==> src/fss_pkg.sv <==
`timescale 1ns / 1ps
// ----------------------------------------------------------------------------
// fss_pkg: shared types and constants for the fuzzy subsequence scorer
// Widths, scoring weights, register indexes and the case-fold helper.
// ----------------------------------------------------------------------------
package fss_pkg;

  localparam int PatternMax = 16;
  localparam int CharW      = 8;
  localparam int PosW       = 5;
  localparam int FirstW     = 4;
  localparam int RunW       = 5;
  localparam int ScoreW     = 17;
  localparam int GainW      = 9;
  localparam int DeltaW     = 11;
  localparam int CfgIdxW    = 2;
  localparam int CfgDataW   = 64;
  localparam int InDataW    = 8;
  localparam int OutDataW   = 24;

  localparam int RunWeight   = 10;
  localparam int MissCost    = 10;
  localparam int OverrunCost = 1;
  localparam int RunMax      = 31;

  localparam logic [CharW-1:0] SpaceCode = 8'h20;
  localparam logic [CharW-1:0] UpperA    = 8'h41;
  localparam logic [CharW-1:0] UpperZ    = 8'h5A;
  localparam logic [CharW-1:0] CaseBit   = 8'h20;

  localparam logic [ScoreW-1:0] ScoreMax = {1'b0, {(ScoreW-1){1'b1}}};
  localparam logic [ScoreW-1:0] ScoreMin = {1'b1, {(ScoreW-1){1'b0}}};

  typedef enum logic [CfgIdxW-1:0] {
    CfgPatLow  = 2'd0,
    CfgPatHigh = 2'd1,
    CfgPatLen  = 2'd2
  } cfg_reg_e;

  typedef logic [PatternMax-1:0][CharW-1:0] pattern_t;

  typedef struct packed {
    logic [PosW-1:0]          pos;
    logic signed [ScoreW-1:0] score;
    logic [RunW-1:0]          run;
  } scan_state_t;

  function automatic logic [CharW-1:0] fold_case(input logic [CharW-1:0] c);
    logic [CharW-1:0] r;
    r = c;
    if (c >= UpperA && c <= UpperZ) begin
      r = c | CaseBit;
    end
    return r;
  endfunction

endpackage

==> src/fss_step.sv <==
`timescale 1ns / 1ps
// ----------------------------------------------------------------------------
// fss_step: per-character scoring update
// Finds the next live pattern byte, compares it to the candidate byte and
// forms the next position, run length and saturated score.
// ----------------------------------------------------------------------------
module fss_step (
  input  fss_pkg::scan_state_t                 state_i,
  input  fss_pkg::pattern_t                    pattern_i,
  input  logic [fss_pkg::PosW-1:0]             pat_len_i,
  input  logic [fss_pkg::CharW-1:0]            char_i,
  output fss_pkg::scan_state_t                 state_o,
  output logic                                 done_o
);
  import fss_pkg::*;

  logic [PosW-1:0]         len_eff;
  logic [PatternMax-1:0]   live;
  logic [PatternMax-1:0]   cand;
  logic [PatternMax-1:0]   later;
  logic [FirstW-1:0]       first;
  logic                    found;
  logic [CharW-1:0]        pat_char;
  logic                    is_space;
  logic                    hit;
  logic                    case_diff;
  logic [GainW-1:0]        run_gain;
  logic [DeltaW-1:0]       delta;
  logic [ScoreW:0]         sum;

  assign len_eff = (pat_len_i > PosW'(PatternMax)) ? PosW'(PatternMax) : pat_len_i;

  always_comb begin
    first = '0;
    for (int i = 0; i < PatternMax; i++) begin
      live[i] = (PosW'(i) < len_eff) && (pattern_i[i] != SpaceCode);
      cand[i] = live[i] && (PosW'(i) >= state_i.pos);
    end
    for (int i = PatternMax - 1; i >= 0; i--) begin
      if (cand[i]) begin
        first = FirstW'(i);
      end
    end
    for (int i = 0; i < PatternMax; i++) begin
      later[i] = live[i] && (FirstW'(i) > first);
    end
  end

  assign found     = |cand;
  assign pat_char  = pattern_i[first];
  assign is_space  = (char_i == SpaceCode);
  assign hit       = (fold_case(char_i) == fold_case(pat_char));
  assign case_diff = (char_i != pat_char);
  assign run_gain  = GainW'(state_i.run) * GainW'(RunWeight);

  always_comb begin
    state_o = state_i;
    done_o  = 1'b1;
    delta   = '0;
    if (!found) begin
      delta = DeltaW'(-OverrunCost);
    end else if (is_space) begin
      state_o.pos = {1'b0, first};
      done_o      = 1'b0;
    end else if (hit) begin
      delta       = {2'b00, run_gain} - {{(DeltaW-1){1'b0}}, case_diff};
      state_o.pos = {1'b0, first} + PosW'(1);
      if (state_i.run < RunW'(RunMax)) begin
        state_o.run = state_i.run + RunW'(1);
      end
      done_o = ~|later;
    end else begin
      delta       = DeltaW'(-MissCost);
      state_o.pos = {1'b0, first};
      state_o.run = '0;
      done_o      = 1'b0;
    end
    sum = {state_i.score[ScoreW-1], state_i.score}
        + {{(ScoreW+1-DeltaW){delta[DeltaW-1]}}, delta};
    if (sum[ScoreW] == sum[ScoreW-1]) begin
      state_o.score = sum[ScoreW-1:0];
    end else if (sum[ScoreW]) begin
      state_o.score = ScoreMin;
    end else begin
      state_o.score = ScoreMax;
    end
  end

endmodule

==> src/fuzzy_subsequence_scorer.sv <==
`timescale 1ns / 1ps
// ----------------------------------------------------------------------------
// fuzzy_subsequence_scorer: streaming fuzzy subsequence match scorer
// Scores a candidate string, one byte per transfer, against a configured
// pattern of up to sixteen bytes with case-insensitive matching.
//
// Usage:
//   Write the pattern bytes and length over the cfg channel while idle
//   (index 0: bytes 0-7, index 1: bytes 8-15, index 2: length).
//   Send candidate bytes on s_axis, tdata = char_code, tlast marking the
//   final byte. One result per candidate leaves on m_axis after the tlast
//   byte: tuser = matched, tdata = score (zero unless matched).
//   Throughput: one byte per cycle except while a tlast byte waits; the scan
//   state updates through the fss_step logic between the input and result
//   registers; a tlast byte fills the input, then the result register.
//   A stalled m_axis holds the result; bytes that cause no result keep
//   flowing, and a second tlast byte waits in the input register until
//   the pending result is taken.
//   Reset clears the pattern registers, scan state and both valid flags.
// ----------------------------------------------------------------------------
module fuzzy_subsequence_scorer (
  input  logic                              clk_i,
  input  logic                              rst_ni,
  input  logic                              cfg_valid_i,
  output logic                              cfg_ready_o,
  input  logic [fss_pkg::CfgIdxW-1:0]       cfg_index_i,
  input  logic [fss_pkg::CfgDataW-1:0]      cfg_data_i,
  input  logic                              s_axis_tvalid,
  output logic                              s_axis_tready,
  input  logic [fss_pkg::InDataW-1:0]       s_axis_tdata,   // [7:0] char_code
  input  logic                              s_axis_tlast,   // last_char
  output logic                              m_axis_tvalid,
  input  logic                              m_axis_tready,
  output logic [fss_pkg::OutDataW-1:0]      m_axis_tdata,   // [16:0] score, rest zero
  output logic                              m_axis_tuser    // [0] matched
);
  import fss_pkg::*;

  logic [CfgDataW-1:0] pat_low_q;
  logic [CfgDataW-1:0] pat_high_q;
  logic [PosW-1:0]     pat_len_q;
  pattern_t            pattern;

  logic                in_valid_q;
  logic [CharW-1:0]    in_char_q;
  logic                in_last_q;

  scan_state_t         state_q;
  scan_state_t         state_d;
  scan_state_t         step_state;
  logic                step_done;

  logic                out_valid_q;
  logic                out_matched_q;
  logic [ScoreW-1:0]   out_score_q;

  logic                out_free;
  logic                fire;
  logic                cfg_fire;
  logic                in_fire;

  assign cfg_ready_o = 1'b1;
  assign cfg_fire    = cfg_valid_i && cfg_ready_o;
  assign pattern     = {pat_high_q, pat_low_q};

  always_ff @(posedge clk_i or negedge rst_ni) begin
    if (!rst_ni) begin
      pat_low_q  <= '0;
      pat_high_q <= '0;
      pat_len_q  <= '0;
    end else if (cfg_fire) begin
      case (cfg_index_i)
        CfgPatLow:  pat_low_q  <= cfg_data_i;
        CfgPatHigh: pat_high_q <= cfg_data_i;
        CfgPatLen:  pat_len_q  <= cfg_data_i[PosW-1:0];
        default:    ;
      endcase
    end
  end

  assign out_free      = !out_valid_q || m_axis_tready;
  assign fire          = in_valid_q && (!in_last_q || out_free);
  assign s_axis_tready = !in_valid_q || fire;
  assign in_fire       = s_axis_tvalid && s_axis_tready;

  always_ff @(posedge clk_i or negedge rst_ni) begin
    if (!rst_ni) begin
      in_valid_q <= 1'b0;
    end else if (s_axis_tready) begin
      in_valid_q <= s_axis_tvalid;
    end
  end

  always_ff @(posedge clk_i) begin
    if (in_fire) begin
      in_char_q <= s_axis_tdata[CharW-1:0];
      in_last_q <= s_axis_tlast;
    end
  end

  fss_step u_step (
    .state_i   (state_q),
    .pattern_i (pattern),
    .pat_len_i (pat_len_q),
    .char_i    (in_char_q),
    .state_o   (step_state),
    .done_o    (step_done)
  );

  always_comb begin
    state_d = state_q;
    if (fire) begin
      state_d = in_last_q ? '0 : step_state;
    end
  end

  always_ff @(posedge clk_i or negedge rst_ni) begin
    if (!rst_ni) begin
      state_q <= '0;
    end else begin
      state_q <= state_d;
    end
  end

  always_ff @(posedge clk_i or negedge rst_ni) begin
    if (!rst_ni) begin
      out_valid_q <= 1'b0;
    end else if (fire && in_last_q) begin
      out_valid_q <= 1'b1;
    end else if (m_axis_tready) begin
      out_valid_q <= 1'b0;
    end
  end

  always_ff @(posedge clk_i) begin
    if (fire && in_last_q) begin
      out_matched_q <= step_done;
      out_score_q   <= step_done ? step_state.score : '0;
    end
  end

  assign m_axis_tvalid = out_valid_q;
  assign m_axis_tuser  = out_matched_q;
  assign m_axis_tdata  = {{(OutDataW-ScoreW){1'b0}}, out_score_q};

endmodule
==> config.mk <==
export PLATFORM = sky130hd
export DESIGN_NAME = fuzzy_subsequence_scorer
export DESIGN_NICKNAME = d
export VERILOG_FILES = /design/src/fss_pkg.sv /design/src/fss_step.sv /design/src/fuzzy_subsequence_scorer.sv
export SDC_FILE = /design/constraint.sdc
export NUM_CORES = 1
export LEC_CHECK = 0
export ABC_AREA = 1
export BUFFER_PORTS_ARGS = -buffer_cell sky130_fd_sc_hd__buf_2
export CAP_MARGIN = 10
export CORE_AREA = 2 2 195 197
export DETAILED_ROUTE_END_ITERATION = 8
export DIE_AREA = 0 0 197 199
export PLACE_DENSITY = 0.5
export SYNTH_ARGS = -nofsm -noshare
export SYNTH_HDL_FRONTEND = slang
export SYNTH_SLANG_ARGS = --single-unit
==> constraint.sdc <==
create_clock -name clk_i -period 6.7 [get_ports clk_i]
set_input_delay 1.34 -clock clk_i [delete_from_list [all_inputs] [get_ports clk_i]]
set_output_delay 1.34 -clock clk_i [all_outputs]
set_load 0.03 [all_outputs]
==> metrics.md, run 1 <==
| Metric | Value |
|---|---|
| Worst path top cell family by delay | simple AND/OR/NAND/NOR gates |
| Worst hold start | state_q[18] |
| Mean Syn Cell Area | 7.54 um2 |
| Peak VDD IR | approximately 0.00021 V |
| CP max-delay cell | dfrtp_2 |
| Violated checks | negative setup slack |
| Mapped Area | 11000 um2 |
| Syn Inst Count | 1463 |
| Yosys cell types | 53 |
| Critical Path RT | 7.01 ns |
| RSZ-0062 raised after global routing | yes |
| Most common cell on crit path | buf_4 |
| TritonCTS Buffers | 17 |
| Layout cells sized above 1 | 33.8% |
| Seq cells post-synth | 189 |
| Rel. slew slack | a little under a third |
| CP startpoint | pat_len_q[4] |
| PortBufs | between 90 and 100 |
| Final Cycle Share | 104% |
| Setup TNS | -6.20 ns |
| CTS Root Cell | clkbuf_16 |
| DRT antenna net count | 0 |
| Max Freq | approximately 140 MHz |
| Number of global-route vias before repair | ~11000 |
| Tot Pwr | 5.48 mW |
| H-tree lvl count | 4 |
| Post-Layout Inst Area | 15800 um2 |
| Critical Path AT | 7.29 ns |
| Core area | 37100 um2 |
| Max Cap Viol | 0 |
| Die Ht | 199 um |
| Register area share after synthesis | 44.1% |
| GRT Total Usage | 20.2% |
| CP Buf/Inv Count | 20 |
| RePlAce Congestion | 0.943 |
| Final core occ | 42.4% |
| First-pass GRT wire length | 60.7 mm |
| Iter 0 DRT Violations | 637 |
| CTS Hold Buffers Added | 0 |
| Clk buf depth | 2 |
| Inserted Diodes | 0 |
| Initial Util | between 20 and 30% |
| Crit path capture type | register |
| Fillers | 3854 |
| Hold Path Class | reg2reg |
| Initial antenna violation count | 0 |
| Synth-to-layout area growth | 42.9% |
| Layout Skew | roughly 0.018 ns |
| Drt wl/cell | between 15 and 20 um |
| Num Clock Sinks | 189 |
| Status | finished with violations |
| Chip width | slightly below 200 um |
| Vias | 11000 |
| Overflow after GRT | 0 |
| Std cell rows | 71 |
| Final hold violation count | 0 |
| Clk pin slew, worst setup/hold paths | 0.08 ns |
| Setup CP Type | reg2reg |
| Final setup viols | 32 |
| Crit start category | register |
| Max-slew violation count | 0 |
| Final wirelength | between 30 and 40 mm |
| Router iterations before antenna repair | 5 |
| Crit Path Max Fanout | 6 |
| Worst skew pair latency | 0.46 ns |
| Nets | 1964 |
| Number of synthesized flops with an enable pin | 27 |
| Worst r2r src | pat_len_q[4] |
| Largest net degree at the start of global routing | 113 |
| Slowest stage delay, CP | approximately 0.5 ns |
| Leak Pwr | 7.92 nW |
| Ys flop type | dfrtp_1 |
| Worst slew pin tran | 1.05 ns |
| CTS tree | built |
| Routed vias/inst | 4.71 |
| DP HPWL | 28.8 mm |
| Ys Warns | 0 |
| Die ar. | 39200 um2 |
| Minimum clock period | about 7 ns |
| Pwr Density | 348 nW/um2 |
| Post-place instance area | around 14000 um2 |
| Setup ws final | -0.280 ns |
| Ports | around 110 |
| DRC | 0 |
| Synth async-reset ratio | about 86% |
[where the power goes]
group	switching, mW	total (mW)	internal [mW]	leakage, nW
logic	1.58	2.97	1.39	5.33
clock network	0.511	1.04	0.525	0.291
registers	0.128	1.48	1.35	2.30
[layer usage]
layer	share of wire, %	vias to the layer above	wire length, um	global-route usage [%]
li1	-	5504	-	-
met1	45	5210	17300	25.6
met2	48	228	18600	34.3
met3	3.0	74	1170	3.07
met4	4.1	0	1570	8.47
met5	0	-	0	0
[worst reg2reg max path, delay by kind of cell, from the launching register on]
family,cells,cell delay [ns]
simple gates,25,2.46
flops,1,0.50
fa+ha+maj,2,0.46
compound gates,6,0.80
xor+xnor,1,0.26
buf+inv,20,2.33
[area by class of cell]
type	instances	area [um2]	area share [%]
multi-input combinational	1022	5860	37.2
tap	474	593	3.76
clock buffer	20	467	2.96
inverter	200	767	4.87
clock inverter	12	123	0.778
timing repair buffer	423	3080	19.6
sequential	189	4870	30.9
[per-stage QoR]
stage | setup slack, ns | hold WS (ns) | cells
3_5_place_dp | -1.23 | 0.476 | 2249
2_1_floorplan | 0.366 | 0.453 | 1469
5_1_grt | -0.812 | 0.517 | 2340
3_3_place_gp | -1.07 | 0.469 | 2249
4_1_cts | -0.0385 | 0.495 | 2325
6_report | -0.280 | 0.491 | 2340
[layout by cell type (no fill, tap or decap), drive strengths merged, types with 6 or more instances in the layout]
master and n:
buf 423, nand3 81, clkbuf 20, ha 29
inv 206, nand3b 8, nand2 412, nor4 18
dfrtp 162, conb 8, nor2 139, nor3 7
o211ai 15, nand4 10, edfxtp 27, a21oi 42
o21ai 190, or2 6, xor2 16
[worst paths after layout]
path / to / slack [ns] / cells past startpoint
max in group asynchronous: pat_low_q[29] / 4.65 / 2
worst max register to register: out_score_q[5] / -0.28 / 54
min in group asynchronous: state_q[21] / 0.83 / 1
worst min register to register: state_q[18] / 0.49 / 2
worst max-delay path: out_score_q[5] / -0.28 / 54
worst min-delay path: state_q[18] / 0.49 / 2
[state kept, by name, summed over array words and instances (netlist names)]
name           cells
in_char_q          8
in_last_q          1
in_valid_q         1
m_axis_tuser       1
m_axis_tvalid      1
out_score_q       17
pat_high_q        64
pat_len_q          5
pat_low_q         64
state_q           27
[cells by family after synthesis]
kind of cell / after synthesis / synth area share, %
flops: 189 / 44.1
buf+inv: 260 / 9.80
xor+xnor: 21 / 1.67
simple gates: 682 / 26.9
compound gates: 278 / 13.8
fa+ha+maj: 31 / 3.65
other cells: 2 / 0.0681
[Yosys cell counts, types with 9 or more instances]
cell	n	area, um2
nand2_1	397	1490
inv_1	188	706
o21ai_0	184	921
dfrtp_1	162	4050
nor2_1	115	432
nand3_1	80	400
a21oi_1	41	205
clkbuf_1	34	128
ha_1	29	363
edfxtp_1	27	811
nor4_1	18	113
buf_4	16	120
xor2_1	16	140
nor2_2	15	93.8
o211ai_1	15	113
nand2_2	12	75.1
inv_2	10	37.5
nand4_1	9	56.3
[repair_timing]
action	in CTS	in global routing
setup buffers	38	15
gates cloned	6	0
pin swaps	23	63
endpoints found under the setup margin	34	34
resized for setup	125	82
hold endpoints to repair	0	0
(Power assumes the default switching activity.)
==> inputs of run 2 (changes only) <==
BUFFER_PORTS_ARGS = default   (was -buffer_cell sky130_fd_sc_hd__buf_2)
DONT_BUFFER_PORTS = 1   (was default)
PLACE_DENSITY = 0.48   (was 0.5)
==> metrics.md, run 2 (synthesized netlist as in run 1, its figures left out) <==
| Metric | Value |
|---|---|
| Slowest stage delay, CP | 0.46 ns (-0.04 ns) |
| Synth-to-layout area growth | 36.4% |
| Routed vias/inst | 4.73 (+0.42%) |
| M1 wire length | 17.3 mm (-0.54%) |
| Router iterations before antenna repair | 5 (unchanged) |
| Worst skew pair latency | 0.47 ns (about the same) |
| R2R cell count | 56 (+3.7%) |
| Initial antenna violation count | 0 (unchanged) |
| CTS Hold Buffers Added | 0 (unchanged) |
| DRT antenna net count | 0 (unchanged) |
| Num Clock Sinks | 189 (unchanged) |
| WP depth | 56 (+3.7%) |
| RSZ-0062 raised after global routing | yes |
| CP startpoint | pat_len_q[4] |
| Hold Path Class | reg2reg |
| Reg power frac | 28.6% (+1.7 points) |
| Initial Util | 29.7% (unchanged) |
| Leak Pwr | 7.42 nW (-6.3%) |
| DP HPWL | 28.9 mm (+0.49%) |
| Crit path capture type | register |
| Inserted Diodes | 0 (unchanged) |
| Std cell rows | 71 (unchanged) |
| Reg2reg end | out_score_q[8] |
| Max-slew violation count | 0 (unchanged) |
| Layout Skew | 0.0179 ns (-0.000260 ns) |
| Combinational power share | 52.3% (-1.9 points) |
| H-tree lvl count | 4 (unchanged) |
| Crit Path Max Fanout | 8 (+2) |
| Reg-to-reg slack, setup | -0.39 ns (-0.11 ns) |
| Max Freq | 141 MHz (-1.6%) |
| Setup CP Type | reg2reg |
| Crit start category | register |
| Violated checks | negative setup slack |
| CP max-delay cell | dfrtp_2 |
| Fin Hold WS | 0.488 ns (-0.00262 ns) |
| CTS Root Cell | clkbuf_16 |
| Clk buf depth | 2 (unchanged) |
| Worst r2r src | pat_len_q[4] |
| Pwr Density | 347 nW/um2 (-0.43%) |
| Final hold violation count | 0 (unchanged) |
| DRC | 0 (unchanged) |
| Worst slew pin tran | 0.909 ns (-0.137 ns) |
| Clk pin slew, worst setup/hold paths | 0.08 ns (about the same) |
| WL met2 | 18.9 mm (+1.7%) |
| Nets | 1853 (-5.7%) |
| Worst path top cell family by delay | simple AND/OR/NAND/NOR gates |
| Setup ws final | -0.392 ns (-0.112 ns) |
| Overflow after GRT | 0 (unchanged) |
| Minimum clock period | 7.09 ns (+0.112 ns) |
| Status | finished with violations |
| Die Ht | 199 um (unchanged) |
| TritonCTS Buffers | 17 (unchanged) |
| Final Cycle Share | 106% (+1.7 points) |
| Number of global-route vias before repair | 10400 (-6.4%) |
| Internal power | 3.12 mW (-4.6%) |
| Fillers | 3863 (+0.23%) |
| Final setup viols | 32 (unchanged) |
| RePlAce Congestion | 0.928 (-1.5%) |
| Tot Pwr | 5.21 mW (-4.9%) |
| Iter 0 DRT Violations | 628 (-1.4%) |
| Largest net degree at the start of global routing | 163 (+44%) |
| Die ar. | 39200 um2 (unchanged) |
| First-pass GRT wire length | 59.1 mm (-2.7%) |
| Drt wl/cell | 17.2 um (+4.0%) |
| Critical Path AT | 7.30 ns (about the same) |
| Setup TNS | -10.25 ns (-4.05 ns) |
| Top Registers | pat_high_q: 64 flops, pat_low_q: 64 flops, state_q: 27 flops |
| Final wirelength | 38.3 mm (-0.95%) |
| Critical Path RT | 6.91 ns (-0.10 ns) |
| Crit path to | out_score_q[8] |
| Vias | 10500 (-4.4%) |
| Switch Pwr | 2.10 mW (-5.4%) |
| PortBufs | 0 (-100%) |
| Clock Power Share | 19.1% (+0.2 points) |
| Max Cap Viol | 0 (unchanged) |
| Chip width | 197 um (unchanged) |
| Peak VDD IR | 0.000216 V (+1.1%) |
| WL met3 | 1.15 mm (-1.4%) |
| Ports | 108 (unchanged) |
| Top layer in use | met4 |
| Switching Fraction | 40.2% (-0.19 points) |
| Commonest cells after routing, fill and taps aside | nand2_1, buf_4, inv_1 |
| Layout cells sized above 1 | 29.2% (-4.5 points) |
| Core area | 37100 um2 (unchanged) |
| GRT Total Usage | 19.9% (-0.31 points) |
| Rel. slew slack | 39.4% (+9.1 points) |
| CTS tree | built |
| CP Buf/Inv Count | 15 (-25%) |
| Commonest non-fill, non-tap cell in the layout | nand2_1 |
[run 2: cell count changes in the layout (fill, tap and decap cells not counted), moves of 7 or more]
cell,before,now
buf_2,99,0
o21ai_1,23,15
o21ai_0,158,165
buf_4,304,295
[run 2: cell type report]
| cell class | count | area [um2] | area share [%] |
|---|---|---|---|
| Sequential cell | 189 | 4870 | 32.4 |
| Timing Repair Buffer | 312 | 2490 | 16.6 |
| Multi-Input combinational cell | 1022 | 5770 | 38.4 |
| Inverter | 200 | 768 | 5.11 |
| Clock buffer | 17 | 425 | 2.83 |
| Clock inverter | 14 | 124 | 0.823 |
| Tap cell | 474 | 593 | 3.94 |
[run 2: power by group through the flow]
| stage | clock network [mW] | logic, mW | registers [mW] |
|---|---|---|---|
| finish | 0.996 | 2.73 | 1.49 |
| global route | 1.07 | 2.97 | 1.51 |
| CTS | 1.03 | 2.48 | 1.48 |
| detailed placement | 0 | 2.00 | 1.50 |
| global placement | 0 | 2.00 | 1.50 |
| floorplan | 0 | 1.10 | 1.48 |
[run 2: worst min path at each step]
stage	from	endpoint	slack [ns]	depth (start not counted)
finish	pat_low_q[21]	pat_low_q[21]	0.49	2
global route	pat_high_q[61]	pat_high_q[61]	0.52	2
CTS	pat_low_q[21]	pat_low_q[21]	0.49	2
detailed placement	pat_low_q[21]	pat_low_q[21]	0.47	2
global placement	pat_low_q[37]	pat_low_q[37]	0.47	2
floorplan	pat_high_q[15]	pat_high_q[15]	0.45	2
[run 2: stage by stage]
stage,std cells,util [%],cell area [um2],setup slack [ns]
after floorplan,1469,-,11100,0.366
after global placement,2163,36.3,13500,-0.673
after detailed placement,2163,36.3,13500,-0.703
after CTS,2212,39.3,14600,-0.123
after global routing,2228,40.5,15000,-0.883
final,2228,40.5,15000,-0.392
[run 2: worst reg2reg max path: cells and delay by family, from the launching register on]
family | cells | cell delay, ns
simple gates | 27 | 2.48
buf+inv | 15 | 1.59
fa+ha+maj | 2 | 0.52
compound gates | 10 | 1.39
flops | 1 | 0.46
xor+xnor | 2 | 0.43
[run 2: timing repair]
item,CTS,global route
gates cloned,4,3
pin swaps,16,69
gates resized for setup,96,87
buffers inserted,14,15
endpoints found under the setup margin,34,34
[run 2: per-layer routing]
metal  track usage, %  vias to the layer above
met1             25.5                     5008
met5                0                        -
li1                 -                     5276
met4             6.74                        0
met3             3.20                       55
met2             34.1                      194
